`src/hrs_pkg.sv`:
```
package hrs_pkg;

	localparam int REPORT_KEYS = 6;
	localparam int MAX_BYTES   = 40;
	localparam int CNT_W       = $clog2(MAX_BYTES + 1);
	localparam int KIDX_W      = $clog2(REPORT_KEYS);
	localparam int S_TDATA_W   = 8 + 8 * REPORT_KEYS;

	localparam logic [7:0] EXT_PREFIX    = 8'hE0;
	localparam logic [7:0] BREAK_BIT     = 8'h80;
	localparam logic [7:0] USAGE_ERR_LO  = 8'h01;
	localparam logic [7:0] USAGE_ERR_HI  = 8'h03;
	localparam logic [7:0] USAGE_FIRST   = 8'h04;

	typedef logic [REPORT_KEYS-1:0][7:0] keys_t;

	typedef struct packed {
		logic       ext;
		logic [7:0] sc;
	} code_t;

	typedef struct packed {
		logic clr;
		logic ld;
	} lane_ctrl_t;

	typedef struct packed {
		logic       brk_pend;
		logic       match;
		logic       empty;
		logic [7:0] key;
	} lane_stat_t;

	function automatic code_t mod_code(input logic [2:0] idx);
		code_t c;
		case (idx)
			3'd0: c = '{1'b0, 8'h1D};
			3'd1: c = '{1'b0, 8'h2A};
			3'd2: c = '{1'b0, 8'h38};
			3'd3: c = '{1'b1, 8'h5B};
			3'd4: c = '{1'b1, 8'h1D};
			3'd5: c = '{1'b0, 8'h36};
			3'd6: c = '{1'b1, 8'h38};
			default: c = '{1'b1, 8'h5C};
		endcase
		return c;
	endfunction

	function automatic code_t usage_code(input logic [7:0] u);
		code_t c;
		c = '{1'b0, 8'h00};
		case (u)
			8'h04: c.sc = 8'h1E;  8'h05: c.sc = 8'h30;  8'h06: c.sc = 8'h2E;
			8'h07: c.sc = 8'h20;  8'h08: c.sc = 8'h12;  8'h09: c.sc = 8'h21;
			8'h0A: c.sc = 8'h22;  8'h0B: c.sc = 8'h23;  8'h0C: c.sc = 8'h17;
			8'h0D: c.sc = 8'h24;  8'h0E: c.sc = 8'h25;  8'h0F: c.sc = 8'h26;
			8'h10: c.sc = 8'h32;  8'h11: c.sc = 8'h31;  8'h12: c.sc = 8'h18;
			8'h13: c.sc = 8'h19;  8'h14: c.sc = 8'h10;  8'h15: c.sc = 8'h13;
			8'h16: c.sc = 8'h1F;  8'h17: c.sc = 8'h14;  8'h18: c.sc = 8'h16;
			8'h19: c.sc = 8'h2F;  8'h1A: c.sc = 8'h11;  8'h1B: c.sc = 8'h2D;
			8'h1C: c.sc = 8'h15;  8'h1D: c.sc = 8'h2C;
			8'h1E: c.sc = 8'h02;  8'h1F: c.sc = 8'h03;  8'h20: c.sc = 8'h04;
			8'h21: c.sc = 8'h05;  8'h22: c.sc = 8'h06;  8'h23: c.sc = 8'h07;
			8'h24: c.sc = 8'h08;  8'h25: c.sc = 8'h09;  8'h26: c.sc = 8'h0A;
			8'h27: c.sc = 8'h0B;
			8'h28: c.sc = 8'h1C;  8'h29: c.sc = 8'h01;  8'h2A: c.sc = 8'h0E;
			8'h2B: c.sc = 8'h0F;  8'h2C: c.sc = 8'h39;  8'h2D: c.sc = 8'h0C;
			8'h2E: c.sc = 8'h0D;  8'h2F: c.sc = 8'h1A;  8'h30: c.sc = 8'h1B;
			8'h31: c.sc = 8'h2B;  8'h33: c.sc = 8'h27;  8'h34: c.sc = 8'h28;
			8'h35: c.sc = 8'h29;  8'h36: c.sc = 8'h33;  8'h37: c.sc = 8'h34;
			8'h38: c.sc = 8'h35;  8'h39: c.sc = 8'h3A;
			8'h3A: c.sc = 8'h3B;  8'h3B: c.sc = 8'h3C;  8'h3C: c.sc = 8'h3D;
			8'h3D: c.sc = 8'h3E;  8'h3E: c.sc = 8'h3F;  8'h3F: c.sc = 8'h40;
			8'h40: c.sc = 8'h41;  8'h41: c.sc = 8'h42;  8'h42: c.sc = 8'h43;
			8'h43: c.sc = 8'h44;  8'h44: c.sc = 8'h57;  8'h45: c.sc = 8'h58;
			8'h46: c.sc = 8'h46;  8'h47: c.sc = 8'h46;
			8'h49: c = '{1'b1, 8'h52};  8'h4A: c = '{1'b1, 8'h47};
			8'h4B: c = '{1'b1, 8'h49};  8'h4C: c = '{1'b1, 8'h53};
			8'h4D: c = '{1'b1, 8'h4F};  8'h4E: c = '{1'b1, 8'h51};
			8'h4F: c = '{1'b1, 8'h4D};  8'h50: c = '{1'b1, 8'h4B};
			8'h51: c = '{1'b1, 8'h50};  8'h52: c = '{1'b1, 8'h48};
			8'h54: c = '{1'b1, 8'h35};
			8'hE0, 8'hE1, 8'hE2, 8'hE3, 8'hE4, 8'hE5, 8'hE6, 8'hE7:
				c = mod_code(u[2:0]);
			default: c = '{1'b0, 8'h00};
		endcase
		return c;
	endfunction

endpackage

```
`src/hid_report_to_set1_scancodes_top.sv`:
```
// channel  | signals                        | contents
// ---------+--------------------------------+---------------------------------------------
// s (in)   | s_tvalid s_tready s_tdata s_tuser | one report or release-all command
// m (out)  | m_tvalid m_tready m_tdata m_tlast | one set-1 scancode byte, tlast on final
// a report walks the modifier changes, then the slot breaks, then the six report keys;
// a release skips the keys; each 0xE0 prefix is a byte of its own, at most 40 bytes go out
// the event sequencer walks one modifier, slot or report key a cycle, unless a prefix or
// an output stall holds it, while the slot lanes compare in parallel
// one byte is held back so tlast can be known; output stalls freeze the sequencer
// reset clears held modifiers and all key slots
module hid_report_to_set1_scancodes_top
	import hrs_pkg::*;
#(
	parameter int KEY_SLOTS = 6
) (
	input  logic                 clk,
	input  logic                 arst_n,
	input  logic                 s_tvalid,
	output logic                 s_tready,
	input  logic [S_TDATA_W-1:0] s_tdata,   // modifiers, key0, key1, key2, key3, key4, key5
	input  logic                 s_tuser,   // cmd
	output logic                 m_tvalid,
	input  logic                 m_tready,
	output logic [7:0]           m_tdata,   // scan_byte
	output logic                 m_tlast
);

	localparam logic [2:0] ST_IDLE = 3'd0;
	localparam logic [2:0] ST_MOD  = 3'd1;
	localparam logic [2:0] ST_BRK  = 3'd2;
	localparam logic [2:0] ST_MAKE = 3'd3;
	localparam logic [2:0] ST_DONE = 3'd4;

	logic [2:0]        state_q;
	logic              rel_q;
	logic [7:0]        tgt_mod_q;
	logic [7:0]        hmod_q;
	keys_t             keys_q;
	logic [KIDX_W-1:0] kidx_q;
	logic              ext_q;
	logic [CNT_W-1:0]  cnt_q;
	logic              pend_v_q;
	logic [7:0]        pend_q;
	logic              m_tvalid_q;
	logic [7:0]        m_tdata_q;
	logic              m_tlast_q;

	keys_t      in_keys;
	logic       rollover;
	logic       accept;
	logic       out_free;
	logic       step_en;
	logic [7:0] diff;
	logic [7:0] mod_oh;
	logic [2:0] mod_idx;
	logic [7:0] cur_key;
	logic       make_ok;
	logic       ev_act;
	code_t      ev_code;
	logic       ev_brk;
	logic       ev_done;
	logic       prefix_now;
	logic       emit_req;
	logic [7:0] emit_byte;
	logic       produce;
	logic       push_mid;
	logic       push_last;

	lane_stat_t           stat [KEY_SLOTS];
	lane_ctrl_t           ctrl [KEY_SLOTS];
	logic                 any_brk;
	logic                 any_match;
	logic [KEY_SLOTS-1:0] brk_oh;
	logic [KEY_SLOTS-1:0] empty_oh;
	logic [7:0]           brk_key;
	logic [KEY_SLOTS-1:0] clr_vec;
	logic [KEY_SLOTS-1:0] ld_vec;

	assign in_keys = keys_t'(s_tdata[S_TDATA_W-1:8]);

	always_comb begin
		rollover = 1'b0;
		for (int j = 0; j < REPORT_KEYS; j++) begin
			if (in_keys[j] inside {[USAGE_ERR_LO:USAGE_ERR_HI]}) begin
				rollover = 1'b1;
			end
		end
	end

	assign s_tready = (state_q == ST_IDLE);
	assign accept   = s_tvalid && s_tready;
	assign out_free = !m_tvalid_q || m_tready;
	assign step_en  = !pend_v_q || out_free;

	assign diff    = hmod_q ^ tgt_mod_q;
	assign mod_oh  = diff & (~diff + 8'd1);
	assign cur_key = keys_q[kidx_q];
	assign make_ok = (cur_key >= USAGE_FIRST) && !any_match;

	always_comb begin
		mod_idx = 3'd0;
		for (int i = 0; i < 8; i++) begin
			if (mod_oh[i]) begin
				mod_idx = mod_idx | 3'(i);
			end
		end
	end

	always_comb begin
		ev_act  = 1'b0;
		ev_code = '{1'b0, 8'h00};
		ev_brk  = 1'b0;
		case (state_q)
			ST_MOD: begin
				ev_act  = |diff;
				ev_code = mod_code(mod_idx);
				ev_brk  = |(hmod_q & mod_oh);
			end
			ST_BRK: begin
				ev_act  = any_brk;
				ev_code = usage_code(brk_key);
				ev_brk  = 1'b1;
			end
			ST_MAKE: begin
				ev_act  = make_ok;
				ev_code = usage_code(cur_key);
			end
			default: begin
				ev_act = 1'b0;
			end
		endcase
	end

	always_comb begin
		ev_done    = 1'b0;
		prefix_now = 1'b0;
		emit_req   = 1'b0;
		emit_byte  = 8'd0;
		if (ev_act) begin
			if (ev_code.sc == 8'd0) begin
				ev_done = 1'b1;
			end else if (ev_code.ext && !ext_q) begin
				prefix_now = 1'b1;
				emit_req   = 1'b1;
				emit_byte  = EXT_PREFIX;
			end else begin
				emit_req  = 1'b1;
				emit_byte = ev_brk ? (ev_code.sc | BREAK_BIT) : ev_code.sc;
				ev_done   = 1'b1;
			end
		end
	end

	assign produce   = step_en && emit_req && (cnt_q < CNT_W'(MAX_BYTES));
	assign push_mid  = produce && pend_v_q;
	assign push_last = (state_q == ST_DONE) && step_en && pend_v_q;

	assign clr_vec = (state_q == ST_BRK && step_en && ev_done) ? brk_oh : '0;
	assign ld_vec  = (state_q == ST_MAKE && step_en && ev_done) ? empty_oh : '0;

	always_comb begin
		for (int i = 0; i < KEY_SLOTS; i++) begin
			ctrl[i].clr = clr_vec[i];
			ctrl[i].ld  = ld_vec[i];
		end
	end

	for (genvar g = 0; g < KEY_SLOTS; g++) begin : g_lane
		hrs_slot_lane u_lane (
			.clk    (clk),
			.arst_n (arst_n),
			.keys   (keys_q),
			.cand   (cur_key),
			.rel    (rel_q),
			.ctrl   (ctrl[g]),
			.stat   (stat[g])
		);
	end

	hrs_merge #(
		.KEY_SLOTS (KEY_SLOTS)
	) u_merge (
		.stat      (stat),
		.any_brk   (any_brk),
		.any_match (any_match),
		.brk_oh    (brk_oh),
		.empty_oh  (empty_oh),
		.brk_key   (brk_key)
	);

	always_ff @(posedge clk or negedge arst_n) begin
		if (!arst_n) begin
			state_q   <= ST_IDLE;
			rel_q     <= 1'b0;
			tgt_mod_q <= 8'd0;
			hmod_q    <= 8'd0;
			keys_q    <= '0;
			kidx_q    <= '0;
			ext_q     <= 1'b0;
			cnt_q     <= '0;
		end else if (accept) begin
			rel_q     <= s_tuser || rollover;
			tgt_mod_q <= (s_tuser || rollover) ? 8'd0 : s_tdata[7:0];
			keys_q    <= in_keys;
			kidx_q    <= '0;
			ext_q     <= 1'b0;
			cnt_q     <= '0;
			state_q   <= ST_MOD;
		end else if (step_en) begin
			ext_q <= prefix_now;
			if (produce) begin
				cnt_q <= cnt_q + CNT_W'(1);
			end
			case (state_q)
				ST_MOD: begin
					if (!(|diff)) begin
						state_q <= ST_BRK;
					end else if (ev_done) begin
						hmod_q <= hmod_q ^ mod_oh;
					end
				end
				ST_BRK: begin
					if (!any_brk) begin
						state_q <= rel_q ? ST_DONE : ST_MAKE;
					end
				end
				ST_MAKE: begin
					if (!ev_act || ev_done) begin
						if (kidx_q == KIDX_W'(REPORT_KEYS - 1)) begin
							state_q <= ST_DONE;
						end else begin
							kidx_q <= kidx_q + KIDX_W'(1);
						end
					end
				end
				ST_DONE: begin
					state_q <= ST_IDLE;
				end
				default: begin
					state_q <= ST_IDLE;
				end
			endcase
		end
	end

	always_ff @(posedge clk or negedge arst_n) begin
		if (!arst_n) begin
			pend_v_q   <= 1'b0;
			m_tvalid_q <= 1'b0;
		end else begin
			if (produce) begin
				pend_v_q <= 1'b1;
			end else if (push_last) begin
				pend_v_q <= 1'b0;
			end
			if (push_mid || push_last) begin
				m_tvalid_q <= 1'b1;
			end else if (m_tready) begin
				m_tvalid_q <= 1'b0;
			end
		end
	end

	always_ff @(posedge clk) begin
		if (produce) begin
			pend_q <= emit_byte;
		end
		if (push_mid || push_last) begin
			m_tdata_q <= pend_q;
			m_tlast_q <= push_last;
		end
	end

	assign m_tvalid = m_tvalid_q;
	assign m_tdata  = m_tdata_q;
	assign m_tlast  = m_tlast_q;

`ifndef SYNTHESIS
	a_idle_no_pend: assert property (@(posedge clk) disable iff (!arst_n)
		state_q == ST_IDLE |-> !pend_v_q)
		else $error("byte held back while idle");

	a_cnt_cap: assert property (@(posedge clk) disable iff (!arst_n)
		cnt_q <= CNT_W'(MAX_BYTES))
		else $error("byte count beyond cap");

	a_rel_mods: assert property (@(posedge clk) disable iff (!arst_n)
		(state_q == ST_BRK && rel_q) |-> hmod_q == 8'd0)
		else $error("modifiers still held after release");

	a_one_load: assert property (@(posedge clk) disable iff (!arst_n)
		$onehot0(ld_vec))
		else $error("more than one slot loaded");

	a_ext_busy: assert property (@(posedge clk) disable iff (!arst_n)
		ext_q |-> (state_q == ST_MOD || state_q == ST_BRK || state_q == ST_MAKE))
		else $error("prefix pending outside a phase");
`endif

endmodule

```
`src/hrs_slot_lane.sv`:
```
module hrs_slot_lane
	import hrs_pkg::*;
(
	input  logic       clk,
	input  logic       arst_n,
	input  keys_t      keys,
	input  logic [7:0] cand,
	input  logic       rel,
	input  lane_ctrl_t ctrl,
	output lane_stat_t stat
);

	logic [7:0] slot_q;
	logic       present;

	always_ff @(posedge clk or negedge arst_n) begin
		if (!arst_n) begin
			slot_q <= 8'd0;
		end else if (ctrl.clr) begin
			slot_q <= 8'd0;
		end else if (ctrl.ld) begin
			slot_q <= cand;
		end
	end

	always_comb begin
		present = 1'b0;
		for (int j = 0; j < REPORT_KEYS; j++) begin
			if (keys[j] == slot_q) begin
				present = 1'b1;
			end
		end
	end

	assign stat.key      = slot_q;
	assign stat.empty    = (slot_q == 8'd0);
	assign stat.match    = !stat.empty && (slot_q == cand);
	assign stat.brk_pend = !stat.empty && (rel || !present);

endmodule

```
`src/hrs_merge.sv`:
```
module hrs_merge
	import hrs_pkg::*;
#(
	parameter int KEY_SLOTS = 6
) (
	input  lane_stat_t           stat [KEY_SLOTS],
	output logic                 any_brk,
	output logic                 any_match,
	output logic [KEY_SLOTS-1:0] brk_oh,
	output logic [KEY_SLOTS-1:0] empty_oh,
	output logic [7:0]           brk_key
);

	logic [KEY_SLOTS-1:0] brk_vec;
	logic [KEY_SLOTS-1:0] empty_vec;
	logic [KEY_SLOTS-1:0] match_vec;

	always_comb begin
		for (int i = 0; i < KEY_SLOTS; i++) begin
			brk_vec[i]   = stat[i].brk_pend;
			empty_vec[i] = stat[i].empty;
			match_vec[i] = stat[i].match;
		end
	end

	// lowest set bit wins
	assign brk_oh    = brk_vec & (~brk_vec + KEY_SLOTS'(1));
	assign empty_oh  = empty_vec & (~empty_vec + KEY_SLOTS'(1));
	assign any_brk   = |brk_vec;
	assign any_match = |match_vec;

	always_comb begin
		brk_key = 8'd0;
		for (int i = 0; i < KEY_SLOTS; i++) begin
			if (brk_oh[i]) begin
				brk_key = brk_key | stat[i].key;
			end
		end
	end

endmodule
```
`config.mk`:
```
export PLATFORM = sky130hd
export DESIGN_NAME = hid_report_to_set1_scancodes_top
export DESIGN_NICKNAME = d
export VERILOG_FILES = /design/src/hrs_pkg.sv /design/src/hid_report_to_set1_scancodes_top.sv /design/src/hrs_slot_lane.sv /design/src/hrs_merge.sv
export SDC_FILE = /design/constraint.sdc
export NUM_CORES = 1
export LEC_CHECK = 0
export ABC_AREA = 0
export BUFFER_PORTS_ARGS = -buffer_cell sky130_fd_sc_hd__buf_2
export CELL_PAD_IN_SITES_DETAIL_PLACEMENT = 0
export CELL_PAD_IN_SITES_GLOBAL_PLACEMENT = 1
export CORE_MARGIN = 4
export CORE_UTILIZATION = 43
export CTS_BUF_LIST = sky130_fd_sc_hd__clkbuf_4 sky130_fd_sc_hd__clkbuf_8 sky130_fd_sc_hd__clkbuf_16
export DETAILED_ROUTE_END_ITERATION = 12
export GPL_ROUTABILITY_DRIVEN = 0
export PLACE_DENSITY_LB_ADDON = 0.05
export SKIP_LAST_GASP = 1
export SYNTH_ARGS = -nofsm -noshare
export SYNTH_HDL_FRONTEND = slang
export SYNTH_SLANG_ARGS = --single-unit
```
`constraint.sdc`:
```
create_clock -name clk -period 4.47 [get_ports clk]
set_clock_uncertainty 0.15 [all_clocks]
set_input_delay 0.447 -clock clk [delete_from_list [all_inputs] [get_ports clk]]
set_output_delay 0.447 -clock clk [all_outputs]
set_load 0.01 [all_outputs]
```
==> flow_summary.json, run 1 <==
{
  "synthCells": 1767,
  "max_freq_ghz": 0.2001,
  "cp_data_arrival_time_ps": 4990,
  "drive_gt1_share_pct": 40.81,
  "cts.sinks": 145,
  "io_pins": 72,
  "slew_headroom_pct": 45.00,
  "worst_pin_slew_ps": 823.2,
  "track_usage_pct": 32.45,
  "hp-class": "in -> reg",
  "required_ps": 4460,
  "grt_pass1_wl_microns": 91650,
  "drt-wirelength-per-cell_microns": 22.13,
  "startpoint_type": "register",
  "stdcell_area_sq_mm": 0.02040,
  "cp_num_buf_inv": 5,
  "drt_iter0_drc": 1791,
  "hpwlAfterDp_microns": 44580,
  "routed_wl_microns": 59770,
  "dpl_worst_slack_ps": -707.0,
  "yosysWarnings": 0,
  "placed_area_sq_mm": 0.01810,
  "area_delta_synth_final_pct": 43.77,
  "crit_fanout": 6,
  "synth_edf_count": 17,
  "violations": "negative setup slack",
  "post-route-period-util_pct": 111.8,
  "finalNetCount": 2311,
  "final_common_cell": "buf_4",
  "grt_max_degree": 65,
  "syn_nets": 1832,
  "clk_latency_ps": 450,
  "vias": 16145,
  "crit_family": "compound AO/OA/AOI/OAI gates",
  "fp.dieW_microns": 189.7,
  "grt_setup_unrepaired": "yes",
  "core_sq_mm": 0.03254,
  "cts.clk_slew.worst_paths_ps": 70,
  "slowest_stage": "dfrtp_2",
  "globalRouteOverflowTotal": 0,
  "synth_area_sq_mm": 0.01419,
  "end_kind": "register",
  "final_cell_mix": "buf_4, nand2_1, xnor2_1",
  "rows": 66,
  "die_y_microns": 189.7,
  "grt_pass1_vias": 15538,
  "worstPathCellList": "buf_4 > xnor2_1 > nand4_1 > o22ai_2 > nor2_1 > a22o_1 > buf_4 > a32oi_1 > o221ai_4 > nor4_4 > buf_4 > nand4_1 > buf_4 > nor3_1 > a2111oi_2 > nor4bb_2 > a32o_2 > nand4_4 > o21ai_4 > buf_6 > o21bai_4",
  "setup_violations": 94,
  "max_stage_delay_ps": 500,
  "cp_num_cells": 21,
  "worst_slack_ps": -528.5,
  "remaining_drc_errors": 0,
  "setup_tns_ps": -31020,
  "htree_levels": 4,
  "setup.worst_path.class": "reg -> reg",
  "ant_nets": 0,
  "synthArstFlopShare_pct": 88.28,
  "synth.distinct_cells": 94,
  "final_max_slew_viol_count": 0,
  "port_buffers": 71,
  "cts_inserted_buffers": 17,
  "reg2regPathDepth": 21,
  "drt-vias-per-instance": 5.977,
  "hold_violations": 0,
  "dr.pass1.iters": 8,
  "outcome": "finished, violations left",
  "cts_root_buffer": "clkbuf_16",
  "avgSynthCellArea_sq_um": 8.030,
  "die-area_sq_mm": 0.03597,
  "cts.path.max_buffers": 2,
  "hold_depth": 3,
  "synth_seq_cells": 145,
  "antenna_found_initial": 0,
  "cap_violations": 0,
  "min_period_ps": 4998,
  "synthFlopType": "dfrtp_1",
  "cp_common_cell": "buf_4",
  "antennaDiodeCount": 0,
  "ys_seq_area_share_pct": 26.17,
  "cts_tree": "yes",
  "fillers": 2947,
  "initial_utilization_pct": 43.61
}
[worst register-to-register path, stage by stage (launching register included)]
cell	delay, ps
dfrtp_2	500
buf_4	180
xnor2_1	170
nand4_1	140
o22ai_2	240
nor2_1	120
a22o_1	230
buf_4	170
a32oi_1	310
o221ai_4	210
nor4_4	220
buf_4	170
nand4_1	240
buf_4	260
nor3_1	270
a2111oi_2	80
nor4bb_2	180
a32o_2	300
nand4_4	120
o21ai_4	110
buf_6	140
o21bai_4	180
[what timing repair did]
item | 4_1_cts | 5_1_grt
pin swaps | 54 | 55
hold buffers | 1 | 0
cloned | 3 | 1
endpoints found under the setup margin | 96 | 96
endpoints found under the hold margin | 53 | 0
gates resized for setup | 159 | 121
buffers inserted | 45 | 31
[through the flow]
stage | instances | utilization [%] | hold WS [ps]
global route | 2701 | 62.69 | 50.30
detailed placement | 2590 | 55.63 | 264.2
floorplan | 1767 | - | 1.409
finish | 2701 | 62.69 | 48.83
global placement | 2590 | 55.63 | 268.4
CTS | 2671 | 60.43 | 29.87
[sequential cells by signal, summed over array words and instances, names as in the netlist, named ones only]
| register | cells |
|---|---|
| tgt_mod_q | 8 |
| pend_q | 8 |
| rel_q | 1 |
| m_tlast | 1 |
| m_tdata | 8 |
| state_q | 3 |
| pend_v_q | 1 |
| m_tvalid | 1 |
| keys_q | 48 |
| kidx_q | 3 |
| hmod_q | 1 |
| ext_q | 1 |
| g_lane.u_lane.slot_q | 48 |
| cnt_q | 6 |
[routing by layer]
layer	global-route usage, %	wire, microns	vias to the layer above
li1	-	-	7252
met1	46.68	26190	7910
met2	50.62	26720	829
met3	6.128	5230	154
met4	7.958	1633	0
met5	0	0	-
[cell families (layout without fill, tap and decap cells)]
kind of cell / count (synthesis) / after routing / synth area share [%]
simple gates: 665 / 665 / 22.40
mux: 28 / 28 / 2.769
compound gates: 368 / 369 / 18.75
flops: 145 / 145 / 26.17
xor+xnor: 348 / 348 / 21.48
buf+inv: 205 / 696 / 7.795
fa+ha+maj: 8 / 8 / 0.6349
[cells in the mapped netlist (9+ instances only)]
master    number  area (sq um)
o21ai_1       37         185.2
xnor2_1      207          1813
edfxtp_1      17         510.5
mux2i_1       10         100.1
buf_2         70         350.3
o211ai_1      23         172.7
a211oi_1      11         82.58
nor4_1        70         437.9
inv_1         25         93.84
a21oi_1       40         200.2
o221ai_1      11         96.34
o21ai_0       53         265.3
a211o_1        9         78.83
nand4_1       60         375.4
o22ai_1       27         168.9
nand2_1      270          1013
and2_1        11         68.82
o21a_1        15         112.6
o31ai_1        9         67.56
clkbuf_1      40         150.1
nor3_1        39         195.2
a22o_1        21         183.9
buf_4         56         420.4
nor2b_1       11         68.82
o32ai_1       10         87.58
nand3_1       47         235.2
a31oi_1       16         100.1
dfrtp_1      128          3203
xor2_1       141          1235
nor2_1       110         412.9
[cell type report]
| type | count | area (sq um) | area share [%] |
|---|---|---|---|
| Multi-Input combinational cell | 1418 | 10250 | 50.23 |
| Timing Repair Buffer | 638 | 5109 | 25.04 |
| Sequential cell | 145 | 3796 | 18.61 |
| Tap cell | 442 | 553.0 | 2.711 |
| Clock buffer | 21 | 467.9 | 2.294 |
| Clock inverter | 11 | 128.9 | 0.6318 |
| Inverter | 26 | 97.59 | 0.4784 |
[final timing paths]
path	from	to	slack, ps
min in group asynchronous	arst_n	keys_q[7]	390
min	s_tdata[8]	keys_q[0]	50
min reg2reg	pend_q[0]	m_tdata[0]	280
max	keys_q[3]	m_tdata[4]	-530
max in group asynchronous	arst_n	g_lane[0].u_lane.slot_q[4]	2750
max reg2reg	keys_q[3]	m_tdata[4]	-530
Power of run 1 is left out: the tool's default activity adds up to more than one toggle a clock period on the data nets, which glitch-free logic cannot reach.
==> run 2, diff against run 1 <==
BUFFER_PORTS_ARGS = -buffer_cell sky130_fd_sc_hd__buf_4   (was -buffer_cell sky130_fd_sc_hd__buf_2)
==> run 2 against run 1 <==
  * The flow still finishes with violations (negative setup slack)
  * Sequential share of layout area shrank 0.063 points
  * Utilization shrank 0.12 points
  * Routed wire length fell by 0.11%
  * Register-to-register slack got worse by 130 ps
  * Worst hold slack got worse by 9.0 ps
  * Non-clock buffer count down 25
  * Die area unchanged
  * Critical path depth rose by 1
  * Global-route usage decreased by 0.31 points
  * Sequential cell count did not move
==> flow_summary.json, run 2 (synthesis gave the netlist of run 1 again) <==
{
  "finalCoreUtilization_pct": 62.58,
  "crit_fanout": 6,
  "grt_max_degree": 99,
  "area_delta_synth_final_pct": 43.49,
  "remaining_drc_errors": 0,
  "final_max_slew_viol_count": 0,
  "post-route-period-util_pct": 114.8,
  "cts_root_buffer": "clkbuf_16",
  "cts.sinks": 145,
  "cts_tree": "yes",
  "die_y_microns": 189.7,
  "routed_wl_microns": 59710,
  "max_freq_ghz": 0.1949,
  "worst_pin_slew_ps": 989.9,
  "antennaDiodeCount": 0,
  "setup.worst_path.class": "reg -> reg",
  "setup_violations": 96,
  "top_regs": "g_lane.u_lane.slot_q x48, keys_q x48",
  "drt_iter0_drc": 1799,
  "htree_levels": 4,
  "drt-wirelength-per-cell_microns": 22.31,
  "cp_data_arrival_time_ps": 5310,
  "violations": "negative setup slack",
  "slowest_stage": "dfrtp_2",
  "cap_violations": 0,
  "cts.clk_slew.worst_paths_ps": 70,
  "grt_pass1_vias": 15462,
  "core_sq_mm": 0.03254,
  "cts_inserted_buffers": 17,
  "slew_headroom_pct": 34.01,
  "antenna_found_initial": 1,
  "grt_pass1_wl_microns": 90820,
  "hold_violations": 0,
  "hold_ws_ps": 39.86,
  "outcome": "finished, violations left",
  "hold_depth": 3,
  "io_pins": 72,
  "cts.path.max_buffers": 2,
  "rows": 66,
  "reg2regPathDepth": 22,
  "fillers": 2873,
  "ant_nets": 0,
  "worst_slack_ps": -660.6,
  "required_ps": 4650,
  "grt_setup_unrepaired": "yes",
  "globalRouteOverflowTotal": 0,
  "min_from": "s_tdata[37]",
  "port_buffers": 71,
  "initial_utilization_pct": 43.61,
  "fp.dieW_microns": 189.7,
  "worstPathCellList": "xor2_1 > nor4_1 > a22oi_1 > o211ai_1 > buf_4 > o21ai_0 > a22oi_2 > buf_6 > o221ai_4 > a221o_1 > buf_6 > buf_4 > buf_4 > a21boi_0 > o22ai_1 > o22ai_1 > a32o_2 > nand4_4 > o21ai_4 > buf_12 > o21bai_4 > or2_1",
  "final_common_cell": "buf_4",
  "cp_common_cell": "buf_4",
  "hpwlAfterDp_microns": 44710,
  "hp-class": "in -> reg",
  "reg2reg_to": "m_tvalid",
  "startpoint_type": "register",
  "drt-vias-per-instance": 5.978,
  "end_kind": "register",
  "vias": 15997,
  "track_usage_pct": 32.14,
  "regToRegSetupSlack_ps": -660,
  "holdPathEnd": "keys_q[29]",
  "dr.pass1.iters": 8,
  "drive_gt1_share_pct": 38.32,
  "r2r_start": "g_lane[1].u_lane.slot_q[1]",
  "final_cell_mix": "buf_4, nand2_1, xnor2_1",
  "clk_latency_ps": 450,
  "min_period_ps": 5131,
  "die-area_sq_mm": 0.03597,
  "max_stage_delay_ps": 460,
  "finalNetCount": 2286
}
-- run 2: routing by layer --
metal	part of all wire (%)	routed length, microns	vias up	global-route usage, %
met2	45	26690	850	48.77
met4	2.7	1612	2	8.876
li1	-	-	7196	-
met1	43	25900	7784	46.57
met3	9.2	5493	165	6.679
met5	0.022	13	-	0
-- run 2: through the flow --
| step | std cells | setup WS, ps | TNS [ps] | instance area [sq um] |
|---|---|---|---|---|
| after detailed placement | 2558 | -779.0 | -49110 | 18090 |
| after floorplan | 1767 | 20.00 | 0 | 14200 |
| after global placement | 2558 | -700.1 | -43830 | 18090 |
| after global routing | 2676 | -853.4 | -57180 | 20360 |
| after CTS | 2637 | -416.9 | -22350 | 19480 |
| final | 2676 | -660.6 | -44560 | 20360 |
-- run 2: how the worst max path moves through the flow --
stage / startpoint / end / slack, ps / depth (start not counted)
after floorplan: kidx_q[0] / cnt_q[5] / 20 / 19
after global placement: keys_q[3] / cnt_q[3] / -700 / 19
after detailed placement: keys_q[13] / cnt_q[3] / -780 / 18
after CTS: keys_q[10] / m_tdata[5] / -420 / 20
after global routing: keys_q[1] / cnt_q[4] / -850 / 21
final: g_lane[1].u_lane.slot_q[1] / m_tvalid / -660 / 22
-- run 2: repair_timing --
action / in CTS / in global routing
cloned: 2 / 1
hold endpoints to repair: 4 / 0
setup buffers: 45 / 39
hold buffers: 1 / 0
pin swaps: 54 / 44
setup endpoints to repair: 96 / 96
resized for setup: 117 / 91
-- run 2: worst max-delay path: cells and delay by family, from the launching register on --
family,cells,cell delay (ps)
buffers and inverters,6,990
AOI/OAI and AO/OA,12,2460
and+or+nand+nor,3,780
DFF,1,460
xor gates and xnor gates,1,180
-- run 2: final cells by class --
class	count	area, sq um	share of cell area [%]
flip-flops and latches	145	3776	18.55
clock buffers	21	491.7	2.415
clock inverters	11	101.3	0.4978
multi-input cells	1418	10160	49.92
well taps	442	553.0	2.716
inverters	26	97.59	0.4794
repair buffers	613	5176	25.42
Power of run 2 is left out for the same reason.
